===== src/rtl/fdmo_pkg.sv =====
// ----------------------------------------------------------------------------
// fdmo_pkg
// shared widths, register map, codes and payload types of the fall detector
// and motion odometer
// ----------------------------------------------------------------------------
package fdmo_pkg;

  // parameter defaults
  localparam int DISTANCE_BITS_DEF = 48;
  localparam int TIME_BITS_DEF     = 32;

  // fixed field widths
  localparam int ACCEL_W     = 16;
  localparam int STAMP_W     = 32;
  localparam int MAG_W       = 32;
  localparam int THRESH_W    = 32;
  localparam int WINDOW_W    = 16;
  localparam int TIMEOUT_W   = 32;
  localparam int SPEED_W     = 16;
  localparam int DIST_OUT_W  = 48;
  localparam int CFG_DATA_W  = 32;
  localparam int CFG_INDEX_W = 3;

  // register map
  localparam logic [CFG_INDEX_W-1:0] REG_FREE_FALL_THRESHOLD   = 3'd0;
  localparam logic [CFG_INDEX_W-1:0] REG_IMPACT_THRESHOLD      = 3'd1;
  localparam logic [CFG_INDEX_W-1:0] REG_MOTION_HIGH_THRESHOLD = 3'd2;
  localparam logic [CFG_INDEX_W-1:0] REG_MOTION_LOW_THRESHOLD  = 3'd3;
  localparam logic [CFG_INDEX_W-1:0] REG_HIT_WINDOW_MS         = 3'd4;
  localparam logic [CFG_INDEX_W-1:0] REG_FALL_TIMEOUT_MS       = 3'd5;
  localparam logic [CFG_INDEX_W-1:0] REG_WALKING_SPEED_MM_S    = 3'd6;
  localparam logic [CFG_INDEX_W-1:0] REG_SENSOR_ENABLED        = 3'd7;

  // register reset values (thresholds in counts squared, 4096 counts per g)
  localparam logic [THRESH_W-1:0]  RST_FREE_FALL_THRESHOLD   = 32'd2684355;
  localparam logic [THRESH_W-1:0]  RST_IMPACT_THRESHOLD      = 32'd104857600;
  localparam logic [THRESH_W-1:0]  RST_MOTION_HIGH_THRESHOLD = 32'd22145925;
  localparam logic [THRESH_W-1:0]  RST_MOTION_LOW_THRESHOLD  = 32'd12079596;
  localparam logic [WINDOW_W-1:0]  RST_HIT_WINDOW_MS         = 16'd1000;
  localparam logic [TIMEOUT_W-1:0] RST_FALL_TIMEOUT_MS       = 32'd30000;
  localparam logic [SPEED_W-1:0]   RST_WALKING_SPEED_MM_S    = 16'd1250;
  localparam logic                 RST_SENSOR_ENABLED        = 1'b1;

  // item operation codes
  localparam logic OP_SAMPLE = 1'b0;
  localparam logic OP_CLEAR  = 1'b1;

  typedef struct packed {
    logic [THRESH_W-1:0]  free_fall_threshold;
    logic [THRESH_W-1:0]  impact_threshold;
    logic [THRESH_W-1:0]  motion_high_threshold;
    logic [THRESH_W-1:0]  motion_low_threshold;
    logic [WINDOW_W-1:0]  hit_window_ms;
    logic [TIMEOUT_W-1:0] fall_timeout_ms;
    logic [SPEED_W-1:0]   walking_speed_mm_s;
    logic                 sensor_enabled;
  } cfg_t;

  typedef struct packed {
    logic                      operation;
    logic signed [ACCEL_W-1:0] accel_x;
    logic signed [ACCEL_W-1:0] accel_y;
    logic signed [ACCEL_W-1:0] accel_z;
    logic [STAMP_W-1:0]        now_ms;
  } sample_t;

  typedef struct packed {
    logic                  fall_flag;
    logic                  fall_event;
    logic                  moving;
    logic [SPEED_W-1:0]    speed_mm_s;
    logic [DIST_OUT_W-1:0] distance_um;
    logic [MAG_W-1:0]      magnitude_sq;
  } result_t;

endpackage


===== src/rtl/fdmo_sample_if.sv =====
// ----------------------------------------------------------------------------
// fdmo_sample_if
// valid/ready channel carrying one sensor or clear item
// ----------------------------------------------------------------------------
interface fdmo_sample_if;
  import fdmo_pkg::*;

  logic                      valid;
  logic                      ready;
  logic                      operation;
  logic signed [ACCEL_W-1:0] accel_x;
  logic signed [ACCEL_W-1:0] accel_y;
  logic signed [ACCEL_W-1:0] accel_z;
  logic [STAMP_W-1:0]        now_ms;

  modport source (
    output valid, operation, accel_x, accel_y, accel_z, now_ms,
    input  ready
  );

  modport sink (
    input  valid, operation, accel_x, accel_y, accel_z, now_ms,
    output ready
  );
endinterface


===== src/rtl/fdmo_result_if.sv =====
// ----------------------------------------------------------------------------
// fdmo_result_if
// valid/ready channel carrying one result item
// ----------------------------------------------------------------------------
interface fdmo_result_if;
  import fdmo_pkg::*;

  logic                  valid;
  logic                  ready;
  logic                  fall_flag;
  logic                  fall_event;
  logic                  moving;
  logic [SPEED_W-1:0]    speed_mm_s;
  logic [DIST_OUT_W-1:0] distance_um;
  logic [MAG_W-1:0]      magnitude_sq;

  modport source (
    output valid, fall_flag, fall_event, moving, speed_mm_s, distance_um,
           magnitude_sq,
    input  ready
  );

  modport sink (
    input  valid, fall_flag, fall_event, moving, speed_mm_s, distance_um,
           magnitude_sq,
    output ready
  );
endinterface


===== src/rtl/fdmo_tracker.sv =====
// ----------------------------------------------------------------------------
// fdmo_tracker
// fall and motion state with its combinational update for one item
// ----------------------------------------------------------------------------
module fdmo_tracker #(
  parameter int DISTANCE_BITS = fdmo_pkg::DISTANCE_BITS_DEF,
  parameter int TIME_BITS     = fdmo_pkg::TIME_BITS_DEF
) (
  input  logic              clk,
  input  logic              rst,
  input  logic              step,
  input  fdmo_pkg::cfg_t    cfg,
  input  fdmo_pkg::sample_t item,
  output fdmo_pkg::result_t res
);
  import fdmo_pkg::*;

  localparam int MUL_W = SPEED_W + TIME_BITS;
  localparam int SUM_W = ((DISTANCE_BITS > MUL_W) ? DISTANCE_BITS : MUL_W) + 1;
  localparam logic [DISTANCE_BITS-1:0] DIST_MAX = '1;

  // state
  logic                     free_fall_armed;
  logic [TIME_BITS-1:0]     free_fall_start;
  logic                     fall_latch;
  logic [TIME_BITS-1:0]     fall_time;
  logic                     have_last_time;
  logic [TIME_BITS-1:0]     last_time;
  logic [DISTANCE_BITS-1:0] distance_total;
  logic                     moving_flag;

  logic                     free_fall_armed_next;
  logic [TIME_BITS-1:0]     free_fall_start_next;
  logic                     fall_latch_next;
  logic [TIME_BITS-1:0]     fall_time_next;
  logic                     have_last_time_next;
  logic [TIME_BITS-1:0]     last_time_next;
  logic [DISTANCE_BITS-1:0] distance_total_next;
  logic                     moving_flag_next;

  logic [TIME_BITS-1:0]     now;
  logic signed [MAG_W-1:0]  sq_x, sq_y, sq_z;
  logic [MAG_W-1:0]         mag;
  logic [MAG_W-1:0]         mag_out;
  logic [TIME_BITS-1:0]     dt;
  logic [MUL_W-1:0]         walk_add;
  logic [TIME_BITS-1:0]     ff_elapsed;
  logic [TIME_BITS-1:0]     fall_elapsed;
  logic [SUM_W-1:0]         dist_sum;
  logic                     event_hit;
  logic [63:0]              dist_wide;

  assign now  = item.now_ms[TIME_BITS-1:0];

  // squarers and the speed product work side by side
  assign sq_x = $signed(item.accel_x) * $signed(item.accel_x);
  assign sq_y = $signed(item.accel_y) * $signed(item.accel_y);
  assign sq_z = $signed(item.accel_z) * $signed(item.accel_z);
  assign mag  = $unsigned(sq_x) + $unsigned(sq_y) + $unsigned(sq_z);

  assign dt       = have_last_time ? (now - last_time) : '0;
  assign walk_add = MUL_W'(cfg.walking_speed_mm_s) * MUL_W'(dt);
  assign dist_sum = SUM_W'(distance_total) + SUM_W'(walk_add);

  always_comb begin
    free_fall_armed_next = free_fall_armed;
    free_fall_start_next = free_fall_start;
    fall_latch_next      = fall_latch;
    fall_time_next       = fall_time;
    have_last_time_next  = have_last_time;
    last_time_next       = last_time;
    distance_total_next  = distance_total;
    moving_flag_next     = moving_flag;
    event_hit            = 1'b0;
    mag_out              = '0;
    ff_elapsed           = '0;
    fall_elapsed         = '0;

    if (item.operation == OP_CLEAR) begin
      fall_latch_next      = 1'b0;
      fall_time_next       = '0;
      free_fall_armed_next = 1'b0;
      free_fall_start_next = '0;
    end else if (cfg.sensor_enabled) begin
      mag_out = mag;

      if (mag < cfg.free_fall_threshold) begin
        free_fall_armed_next = 1'b1;
        free_fall_start_next = now;
      end

      ff_elapsed = now - free_fall_start_next;
      if (mag > cfg.impact_threshold && free_fall_armed_next &&
          32'(ff_elapsed) < 32'(cfg.hit_window_ms)) begin
        fall_latch_next      = 1'b1;
        event_hit            = 1'b1;
        fall_time_next       = now;
        free_fall_armed_next = 1'b0;
        free_fall_start_next = '0;
      end

      fall_elapsed = now - fall_time_next;
      if (fall_latch_next && 32'(fall_elapsed) > cfg.fall_timeout_ms) begin
        fall_latch_next      = 1'b0;
        fall_time_next       = '0;
        free_fall_armed_next = 1'b0;
        free_fall_start_next = '0;
      end

      have_last_time_next = 1'b1;
      last_time_next      = now;

      moving_flag_next = (mag > cfg.motion_high_threshold) ||
                         (mag < cfg.motion_low_threshold);
      if (moving_flag_next) begin
        if (dist_sum > SUM_W'(DIST_MAX)) begin
          distance_total_next = DIST_MAX;
        end else begin
          distance_total_next = dist_sum[DISTANCE_BITS-1:0];
        end
      end
    end
  end

  assign dist_wide = 64'(distance_total_next);

  always_comb begin
    res.fall_flag    = fall_latch_next;
    res.fall_event   = event_hit;
    res.moving       = moving_flag_next;
    res.speed_mm_s   = moving_flag_next ? cfg.walking_speed_mm_s : '0;
    res.distance_um  = dist_wide[DIST_OUT_W-1:0];
    res.magnitude_sq = mag_out;
  end

  always_ff @(posedge clk) begin
    if (rst) begin
      free_fall_armed <= 1'b0;
      free_fall_start <= '0;
      fall_latch      <= 1'b0;
      fall_time       <= '0;
      have_last_time  <= 1'b0;
      last_time       <= '0;
      distance_total  <= '0;
      moving_flag     <= 1'b0;
    end else if (step) begin
      free_fall_armed <= free_fall_armed_next;
      free_fall_start <= free_fall_start_next;
      fall_latch      <= fall_latch_next;
      fall_time       <= fall_time_next;
      have_last_time  <= have_last_time_next;
      last_time       <= last_time_next;
      distance_total  <= distance_total_next;
      moving_flag     <= moving_flag_next;
    end
  end

endmodule


===== src/rtl/fall_detect_and_motion_odometer_unit.sv =====
// ----------------------------------------------------------------------------
// fall_detect_and_motion_odometer_unit
// free-fall/impact fall detector with a walking-speed distance odometer
// ----------------------------------------------------------------------------
// flow: an accepted item waits in the input register until the result register
//   has room, then its result is registered there and offered downstream
// throughput: one item per cycle unless the result side stalls; the state update
//   (squarers, compares, one speed-times-time multiply-accumulate) is combinational
// reset: synchronous rst empties both stages, clears all fall and motion
//   state and loads every register with its default value
module fall_detect_and_motion_odometer_unit #(
  parameter int DISTANCE_BITS = fdmo_pkg::DISTANCE_BITS_DEF,
  parameter int TIME_BITS     = fdmo_pkg::TIME_BITS_DEF
) (
  input  logic                             clk,
  input  logic                             rst,
  fdmo_sample_if.sink                      sample,
  fdmo_result_if.source                    result,
  input  logic                             cfg_we,
  input  logic [fdmo_pkg::CFG_INDEX_W-1:0] cfg_index,
  input  logic [fdmo_pkg::CFG_DATA_W-1:0]  cfg_data
);
  import fdmo_pkg::*;

  // configuration registers
  cfg_t    cfg;

  // input stage
  logic    held_valid;
  sample_t held;

  // result stage, parts the tracker from the downstream handshake
  logic    res_valid;
  result_t res_q;
  result_t res_comb;

  logic    res_free;
  logic    advance;

  // result register can take a new item when empty or being drained
  assign res_free     = !res_valid || result.ready;
  // the held item is processed and its state committed in this cycle
  assign advance      = held_valid && res_free;
  assign sample.ready = !held_valid || advance;

  // register writes, masked to each register's width
  always_ff @(posedge clk) begin
    if (rst) begin
      cfg.free_fall_threshold   <= RST_FREE_FALL_THRESHOLD;
      cfg.impact_threshold      <= RST_IMPACT_THRESHOLD;
      cfg.motion_high_threshold <= RST_MOTION_HIGH_THRESHOLD;
      cfg.motion_low_threshold  <= RST_MOTION_LOW_THRESHOLD;
      cfg.hit_window_ms         <= RST_HIT_WINDOW_MS;
      cfg.fall_timeout_ms       <= RST_FALL_TIMEOUT_MS;
      cfg.walking_speed_mm_s    <= RST_WALKING_SPEED_MM_S;
      cfg.sensor_enabled        <= RST_SENSOR_ENABLED;
    end else if (cfg_we) begin
      case (cfg_index)
        REG_FREE_FALL_THRESHOLD:   cfg.free_fall_threshold   <= cfg_data[THRESH_W-1:0];
        REG_IMPACT_THRESHOLD:      cfg.impact_threshold      <= cfg_data[THRESH_W-1:0];
        REG_MOTION_HIGH_THRESHOLD: cfg.motion_high_threshold <= cfg_data[THRESH_W-1:0];
        REG_MOTION_LOW_THRESHOLD:  cfg.motion_low_threshold  <= cfg_data[THRESH_W-1:0];
        REG_HIT_WINDOW_MS:         cfg.hit_window_ms         <= cfg_data[WINDOW_W-1:0];
        REG_FALL_TIMEOUT_MS:       cfg.fall_timeout_ms       <= cfg_data[TIMEOUT_W-1:0];
        REG_WALKING_SPEED_MM_S:    cfg.walking_speed_mm_s    <= cfg_data[SPEED_W-1:0];
        REG_SENSOR_ENABLED:        cfg.sensor_enabled        <= cfg_data[0];
        default: ;
      endcase
    end
  end

  // input register: holds the item until the result stage has room
  always_ff @(posedge clk) begin
    if (rst) begin
      held_valid <= 1'b0;
    end else if (sample.ready) begin
      held_valid <= sample.valid;
    end
  end

  always_ff @(posedge clk) begin
    if (sample.valid && sample.ready) begin
      held.operation <= sample.operation;
      held.accel_x   <= sample.accel_x;
      held.accel_y   <= sample.accel_y;
      held.accel_z   <= sample.accel_z;
      held.now_ms    <= sample.now_ms;
    end
  end

  // fall and odometer state, updated once per processed item
  fdmo_tracker #(
    .DISTANCE_BITS (DISTANCE_BITS),
    .TIME_BITS     (TIME_BITS)
  ) u_tracker (
    .clk  (clk),
    .rst  (rst),
    .step (advance),
    .cfg  (cfg),
    .item (held),
    .res  (res_comb)
  );

  // result register
  always_ff @(posedge clk) begin
    if (rst) begin
      res_valid <= 1'b0;
    end else if (res_free) begin
      res_valid <= advance;
    end
  end

  always_ff @(posedge clk) begin
    if (advance) begin
      res_q <= res_comb;
    end
  end

  assign result.valid        = res_valid;
  assign result.fall_flag    = res_q.fall_flag;
  assign result.fall_event   = res_q.fall_event;
  assign result.moving       = res_q.moving;
  assign result.speed_mm_s   = res_q.speed_mm_s;
  assign result.distance_um  = res_q.distance_um;
  assign result.magnitude_sq = res_q.magnitude_sq;

  // a fresh impact always leaves the fall latched on the same item
  a_event_latches: assert property (@(posedge clk) disable iff (rst)
    (result.valid && result.fall_event) |-> result.fall_flag)
    else $error("fall event reported without latched fall");

  // no motion means no speed estimate
  a_still_no_speed: assert property (@(posedge clk) disable iff (rst)
    (result.valid && !result.moving) |-> (result.speed_mm_s == '0))
    else $error("speed reported while not moving");

  // a processed item must show up in the result register
  a_advance_delivers: assert property (@(posedge clk) disable iff (rst)
    ($past(advance) && !$past(rst)) |-> res_valid)
    else $error("processed item lost before the result register");

endmodule


===== src/flat_wrapper.sv =====
// flat-port wrapper written by rule: the top's interface ports become plain ports
module fall_detect_and_motion_odometer_unit_flat import fdmo_pkg::*;
#(
  parameter int DISTANCE_BITS = fdmo_pkg::DISTANCE_BITS_DEF,
  parameter int TIME_BITS     = fdmo_pkg::TIME_BITS_DEF
)
  (clk, rst, cfg_we, cfg_index, cfg_data, sample_valid, sample_operation, sample_accel_x, sample_accel_y, sample_accel_z, sample_now_ms, sample_ready, result_valid, result_fall_flag, result_fall_event, result_moving, result_speed_mm_s, result_distance_um, result_magnitude_sq, result_ready);
  fdmo_sample_if sample_i ();
  fdmo_result_if result_i ();
  input  logic clk;
  input  logic rst;
  input  logic cfg_we;
  input  logic [fdmo_pkg::CFG_INDEX_W-1:0] cfg_index;
  input  logic [fdmo_pkg::CFG_DATA_W-1:0] cfg_data;
  input wire logic [$bits(sample_i.valid)-1:0] sample_valid;
  input wire logic [$bits(sample_i.operation)-1:0] sample_operation;
  input wire logic [$bits(sample_i.accel_x)-1:0] sample_accel_x;
  input wire logic [$bits(sample_i.accel_y)-1:0] sample_accel_y;
  input wire logic [$bits(sample_i.accel_z)-1:0] sample_accel_z;
  input wire logic [$bits(sample_i.now_ms)-1:0] sample_now_ms;
  output wire logic [$bits(sample_i.ready)-1:0] sample_ready;
  output wire logic [$bits(result_i.valid)-1:0] result_valid;
  output wire logic [$bits(result_i.fall_flag)-1:0] result_fall_flag;
  output wire logic [$bits(result_i.fall_event)-1:0] result_fall_event;
  output wire logic [$bits(result_i.moving)-1:0] result_moving;
  output wire logic [$bits(result_i.speed_mm_s)-1:0] result_speed_mm_s;
  output wire logic [$bits(result_i.distance_um)-1:0] result_distance_um;
  output wire logic [$bits(result_i.magnitude_sq)-1:0] result_magnitude_sq;
  input wire logic [$bits(result_i.ready)-1:0] result_ready;
  assign sample_i.valid = sample_valid;
  assign sample_i.operation = sample_operation;
  assign sample_i.accel_x = sample_accel_x;
  assign sample_i.accel_y = sample_accel_y;
  assign sample_i.accel_z = sample_accel_z;
  assign sample_i.now_ms = sample_now_ms;
  assign sample_ready = sample_i.ready;
  assign result_valid = result_i.valid;
  assign result_fall_flag = result_i.fall_flag;
  assign result_fall_event = result_i.fall_event;
  assign result_moving = result_i.moving;
  assign result_speed_mm_s = result_i.speed_mm_s;
  assign result_distance_um = result_i.distance_um;
  assign result_magnitude_sq = result_i.magnitude_sq;
  assign result_i.ready = result_ready;
  fall_detect_and_motion_odometer_unit #(.DISTANCE_BITS(DISTANCE_BITS), .TIME_BITS(TIME_BITS)) u_core (.clk(clk), .rst(rst), .sample(sample_i), .result(result_i), .cfg_we(cfg_we), .cfg_index(cfg_index), .cfg_data(cfg_data));
endmodule

===== config.mk =====
export PLATFORM = sky130hd
export DESIGN_NAME = fall_detect_and_motion_odometer_unit_flat
export DESIGN_NICKNAME = d
export VERILOG_FILES = /design/src/rtl/fdmo_pkg.sv /design/src/rtl/fdmo_sample_if.sv /design/src/rtl/fdmo_result_if.sv /design/src/rtl/fdmo_tracker.sv /design/src/rtl/fall_detect_and_motion_odometer_unit.sv /design/src/flat_wrapper.sv
export SDC_FILE = /design/constraint.sdc
export NUM_CORES = 2
export LEC_CHECK = 0
export BUFFER_PORTS_ARGS = -buffer_cell sky130_fd_sc_hd__buf_2
export CAP_MARGIN = 40
export CORE_AREA = 2 2 457 459
export DETAILED_ROUTE_END_ITERATION = 8
export DIE_AREA = 0 0 459 461
export SLEW_MARGIN = 25
export SYNTH_ARGS = -nofsm -noshare
export SYNTH_HDL_FRONTEND = slang
export SYNTH_SLANG_ARGS = --single-unit

===== constraint.sdc =====
create_clock -name clk -period 55.6 [get_ports clk]
set_input_delay 11.12 -clock clk [delete_from_list [all_inputs] [get_ports clk]]
set_output_delay 11.12 -clock clk [all_outputs]
set_load 0.005 [all_outputs]

### Word-level counts from Yosys, hierarchy flattened

Cells that the tools add are included.
W data, S select, Z words.

| storage, ports and cells | value |
|---|---|
| input bits | 121 |
| register bits after elaboration | 523 |

| operators by class | value |
|---|---|
| multiply operators | 4 |
| eq/ne operators | 7 |
| add/subtract/negate cells | 6 |
| bitwise logic cells | 2 |
| muxes and demuxes | 34 |
| reductions and logical operators | 23 |
| order comparisons | 7 |

Operator list:

| operator | count |
|---|---|
| $mux W32 | 14 |
| $mux W48 | 4 |
| $gt A32 B32 Y1 | 3 |
| $mul A16 B16 Y32 | 3 |
| $sub A32 B32 Y32 | 3 |
| $add A32 B32 Y32 | 2 |
| $lt A32 B32 Y1 | 2 |
| $add A48 B48 Y49 | 1 |
| $gt A49 B48 Y1 const B | 1 |
| $mul A16 B32 Y48 | 1 |
| $lt A32 B16 Y1 | 1 |
| $reduce_and A2 Y1 | 9 |
| $mux W1 | 16 |
| $eq A3 B3 Y1 const B | 4 |
| $eq A3 B2 Y1 const B | 2 |
| $logic_and A1 B1 Y1 | 5 |
| $eq A3 B1 Y1 const B | 1 |
| $logic_not A3 Y1 | 1 |
| $logic_or A1 B1 Y1 | 3 |
| $reduce_and A3 Y1 | 1 |
| $logic_not A1 Y1 | 2 |
| $not A1 Y1 | 2 |
| $reduce_bool A2 Y1 | 1 |
| $reduce_or A2 Y1 | 1 |

### Logic depth before layout (Yosys ltp)

| logic depth | value |
|---|---|
| word-level depth | 19 |
| mapped depth | 88 |
| gate-level depth less buffers | 83 |

### Cells and area by module

Synthesis repeated with hierarchy kept, for this count alone.

| unflattened totals | value |
|---|---|
| cells, all modules | 7802 |
| area total of the unflattened synthesis | 72888.7 um2 |

By module, submodules not included:

| module | seq. area each (um2) | instances | cells an instance | area an instance (um2) |
|---|---|---|---|---|
| fdmo_tracker | 2962.8 | 1 | 6909 | 59826.1 |
| fall_detect_and_motion_odometer_unit | 9308.9 | 1 | 893 | 13062.5 |

### Least setup slack after synthesis

Ideal clock, no wire load.

| timing | value |
|---|---|
| kind | input to output |
| from | input port result_ready |
| to | output port sample_ready |
| arrival time | 11402 ps |
| setup slack | 33078 ps |
| stages on the path | 2 |
| required time | 44480 ps |
| cell sequence | nor2b_1 nand2_1 |

| between the ends | value |
|---|---|
| word-level cells in the longest chain between the ends | 3 |

RTL lines:

| element | RTL line | RTL |
|---|---|---|
| start, declared | flat_wrapper.sv:29 | `input wire logic [$bits(result_i.ready)-1:0] result_ready;` |
| $logic_or A1 B1 Y1 | fall_detect_and_motion_odometer_unit.sv:41 | `assign res_free = !res_valid \|\| result.ready;` |
| $logic_and A1 B1 Y1 | fall_detect_and_motion_odometer_unit.sv:43 | `assign advance = held_valid && res_free;` |
| $logic_or A1 B1 Y1 | fall_detect_and_motion_odometer_unit.sv:44 | `assign sample.ready = !held_valid \|\| advance;` |
| end, declared | flat_wrapper.sv:21 | `output wire logic [$bits(sample_i.ready)-1:0] sample_ready;` |

No other way between the ends.

### Final worst setup path

| timing | value |
|---|---|
| from | register u_core.held[58] in the netlist's numbering |
| to | register u_core.u_tracker.free_fall_armed |

| between the ends | value |
|---|---|
| word-level cells in the longest chain between the ends | 19 |

RTL lines:

| element | RTL line | RTL |
|---|---|---|
| start, declared | fall_detect_and_motion_odometer_unit.sv:30 | `sample_t held;` |
| $mul A16 B16 Y32 (*) | fdmo_tracker.sv:57 | `assign sq_y = $signed(item.accel_y) * $signed(item.accel_y);` |
| $add A32 B32 Y32 (*) (2 in series) | fdmo_tracker.sv:59 | `assign mag = $unsigned(sq_x) + $unsigned(sq_y) + $unsigned(sq_z);` |
| named net u_core.u_tracker.mag[30] | fdmo_tracker.sv:43 | `logic [MAG_W-1:0] mag;` |
| $lt A32 B32 Y1 | fdmo_tracker.sv:87 | `if (mag < cfg.free_fall_threshold) begin` |
| $mux W32 | fdmo_tracker.sv:87 |  |
| $mux W32 | fdmo_tracker.sv:84 | `end else if (cfg.sensor_enabled) begin` |
| $mux W32 | fdmo_tracker.sv:79 | `if (item.operation == OP_CLEAR) begin` |
| $sub A32 B32 Y32 | fdmo_tracker.sv:92 | `ff_elapsed = now - free_fall_start_next;` |
| [3 not listed] | -- |  |
| $mux W32 | fdmo_tracker.sv:84 |  |
| $mux W32 | fdmo_tracker.sv:79 |  |
| $sub A32 B32 Y32 | fdmo_tracker.sv:102 | `fall_elapsed = now - fall_time_next;` |
| $gt A32 B32 Y1 | fdmo_tracker.sv:103 | `if (fall_latch_next && 32'(fall_elapsed) > cfg.fall_timeout_ms) begin` |
| $logic_and A1 B1 Y1 | fdmo_tracker.sv:103 |  |
| $mux W1 (*) | fdmo_tracker.sv:103 |  |
| $mux W1 (*) | fdmo_tracker.sv:84 |  |
| $mux W1 (*) | fdmo_tracker.sv:79 |  |
| end signal, assigned | fdmo_tracker.sv:147 | `free_fall_armed <= free_fall_armed_next;` |
| end, declared | fdmo_tracker.sv:23 | `logic free_fall_armed;` |

Mark *: on every way through the listed nets, which the timed path passes. The rest lies on a longest branch. The select of a mux whose other input is x is not followed.
A chain may end at the register's enable or synchronous reset.

==> out/qor.yml <==
synth_nets: 9880
cp-start-kind: "flop"
cp_slowest_stage_delay_ns: 0.76
firstDrtPassIters: 6
grt_max_degree: 99
cp_common_cell: "fa_1"
fin_crit_sh_pct: 41.3
ctsRootBufferMaster: "clkbuf_16"
grt-ovfl-total: 0
final.setup.tns_ns: 0
grt_pass1_vias: 55733
insertion_delay_ns: 0.71
synth-edff-count: 180
max-clock-path-buffers: 3
path_class: "reg -> reg"
post_cts_buffers: 0
seq_area_frac_synth_pct: 17.1
route.detailed.drc: 0
die_area_sq_um: 212000
cts_tree: "yes"
initialDrtViolationCount: 3322
htree_num_levels: 3
wire_per_inst_um: 18.8
wl_met3_um: 10900
io_buffers: 221
path_clk_slew_ns: 0.06
status: "completed"
finalSetupViolations: 0
area_growth_pct: 9.48
ant_nets: 0
max_clock_freq_mhz: 43.5
grt_pass1_wl_um: 318000
rsz0062_at_grt: "false"
fin_hold_ws_ns: 0.444
cts_buffers: 69
skew_ns: 0.0408
fp-row-count: 167
slew_headroom_pct: 36.9
netlist_area_sq_um: 71900
cp.required_ns: 56.25
stdcell_count: 10742
core-area_sq_um: 206000
tightest_slew_ns: 0.944
cts_resized: 0
final_common_cell: "inv_1"
maxCapViolCount: 0
vias: 52802
vias_per_cell: 4.92
synth_top_area_share_pct: 35.8
syn_avg_cell_area_sq_um: 9.13
dp_cells: 10599
yosys_warnings: 0
synth_cells: 7882
nets: 9971
wl_met1_um: 84100
critPathCapture: "u_core.u_tracker.free_fall_armed$_SDFFE_PP0P_"
crit_start: "u_core.held[58]$_DFFE_PP_"
finalHoldViolations: 0
wl_met2_um: 98600
cts.sinks: 523
path_max_fanout: 38
slew_viol_final: 0
hold_buffers: 0
slowest_stage: "edfxtp_1"
synth_area_leaders: "fa_1, ha_1, dfxtp_1, inv_1, edfxtp_1"
die_w_um: 459
io_pins: 222
yosys.area.top_type: "fa_1"
start_util_pct: 34.8
yosysUniqueCellTypes: 77
ys.flop_type: "dfxtp_1"
ys_seq_elements: 523
worst-r2r-setup-slack_ns: 32.63
grtUsageTotal_pct: 19.4
finalWirelength_um: 202000
route.top_layer_used: "met5"
drive_gt1_share_pct: 6.09
cp_data_arrival_time_ns: 23.63
reg2reg_depth: 82
final_cell_mix: "inv_1, fa_1, nand2_1"
period_needed_ns: 22.97
min_path_type: "reg -> reg"
grt_antenna_before_repair: 20
ys_async_sr_fraction_pct: 0
place_hpwl_um: 164000
timing.rr.start: "u_core.held[58]$_DFFE_PP_"
gp_congestion: 0.923
r2r_end: "u_core.u_tracker.free_fall_armed$_SDFFE_PP0P_"
endpoint_kind: "flop"
die_h_um: 461
[cell type report]
type	instances	area, sq um
Clock inverter	37	531
Inverter	1782	6690
Antenna cell	11	27.5
Timing Repair Buffer	322	2050
Fill cell	20734	128000
Clock buffer	88	1870
Sequential cell	523	12300
Tap cell	2704	3380
Multi-Input combinational cell	5275	51900
[synth_stat cells, types with 7 or more instances]
cell type,instances
nand3_1,46
xnor2_1,132
edfxtp_1,180
or3_1,9
dfxtp_1,343
or2_2,12
o21ai_0,139
buf_1,20
a311oi_1,18
a31oi_1,47
ha_1,591
nand3b_1,25
nand2_1,1105
nor3_1,28
nor2_1,272
nor4_1,14
clkbuf_1,278
o21a_1,38
and2_1,283
xor2_1,65
a21oi_1,379
a211oi_1,65
nand2b_1,54
a21o_1,118
and4_1,8
mux2i_1,69
and3_1,116
o21ai_1,30
or4_1,7
nor2b_1,69
a31o_2,9
inv_1,1782
o31ai_1,15
o211ai_1,15
nand4_1,44
fa_1,1286
o21bai_1,31
a211o_1,44
[routing by layer]
layer	vias to the layer above	global-route usage [%]
li1	24591	-
met3	334	2.75
met2	1424	33.2
met1	26439	24.6
met4	14	7.68
met5	-	0
[critical path: cells and delay by family (launching register included)]
kind            cells  cell delay, ns
fa+ha+maj          17            6.58
flops               1            0.76
compound gates     29            7.74
buf+inv            11            1.82
simple gates       22            5.07
mux                 2            0.64
xor+xnor            1            0.15
[stage by stage]
stage                     worst slack (ns)  util, %  cell area [sq um]
final                                32.63     38.1              78700
after global routing                 30.99     38.1              78700
after CTS                            32.70     38.1              78600
after detailed placement             32.70     36.9              76200
after global placement               32.69     36.8              76000
after floorplan                      33.08        -              71900
[flip-flops by register name, summed over array words and instances (netlist names)]
register	flops
u_core.result.speed_mm_s	16
u_core.result.fall_flag	1
u_core.result.magnitude_sq	32
u_core.result.valid	1
u_core.u_tracker.distance_total	48
u_core.held	81
u_core.held_valid	1
u_core.u_tracker.free_fall_armed	1
u_core.result.distance_um	48
u_core.u_tracker.have_last_time	1
u_core.result.fall_event	1
u_core.u_tracker.fall_time	32
u_core.result.moving	1
u_core.u_tracker.last_time	32
u_core.u_tracker.free_fall_start	32
u_core.u_tracker.fall_latch	1
u_core.cfg	193
u_core.u_tracker.moving_flag	1
[worst min path at each step]
stage	from	to	slack (ns)	depth (start not counted)
after floorplan	u_core.u_tracker.fall_time[27]$_SDFFE_PP0P_	u_core.u_tracker.fall_time[27]$_SDFFE_PP0P_	0.42	2
after global placement	u_core.u_tracker.fall_time[27]$_SDFFE_PP0P_	u_core.u_tracker.fall_time[27]$_SDFFE_PP0P_	0.43	2
after detailed placement	u_core.u_tracker.fall_time[15]$_SDFFE_PP0P_	u_core.u_tracker.fall_time[15]$_SDFFE_PP0P_	0.44	2
after CTS	u_core.u_tracker.fall_time[19]$_SDFFE_PP0P_	u_core.u_tracker.fall_time[19]$_SDFFE_PP0P_	0.45	2
after global routing	u_core.u_tracker.fall_time[15]$_SDFFE_PP0P_	u_core.u_tracker.fall_time[15]$_SDFFE_PP0P_	0.46	2
final	u_core.u_tracker.fall_time[20]$_SDFFE_PP0P_	u_core.u_tracker.fall_time[20]$_SDFFE_PP0P_	0.44	2
[cell families (layout without fill, tap and decap cells)]
kind of cell               Yosys count  count (layout)  share of synthesized area, %
adders and majority gates         1877            1877                          46.1
buffers and inverters             2084            2229                          10.9
DFF                                523             523                          17.1
and+or+nand+nor                   2104            2104                          13.5
xor gates and xnor gates           197             197                          2.40
muxes                               74              74                          1.04
AOI/OAI and AO/OA                 1023            1023                          8.99
other                                0              11                             0
Power is left out: the tool's default activity adds up to more than one toggle a clock period on the data nets, which glitch-free logic cannot reach.
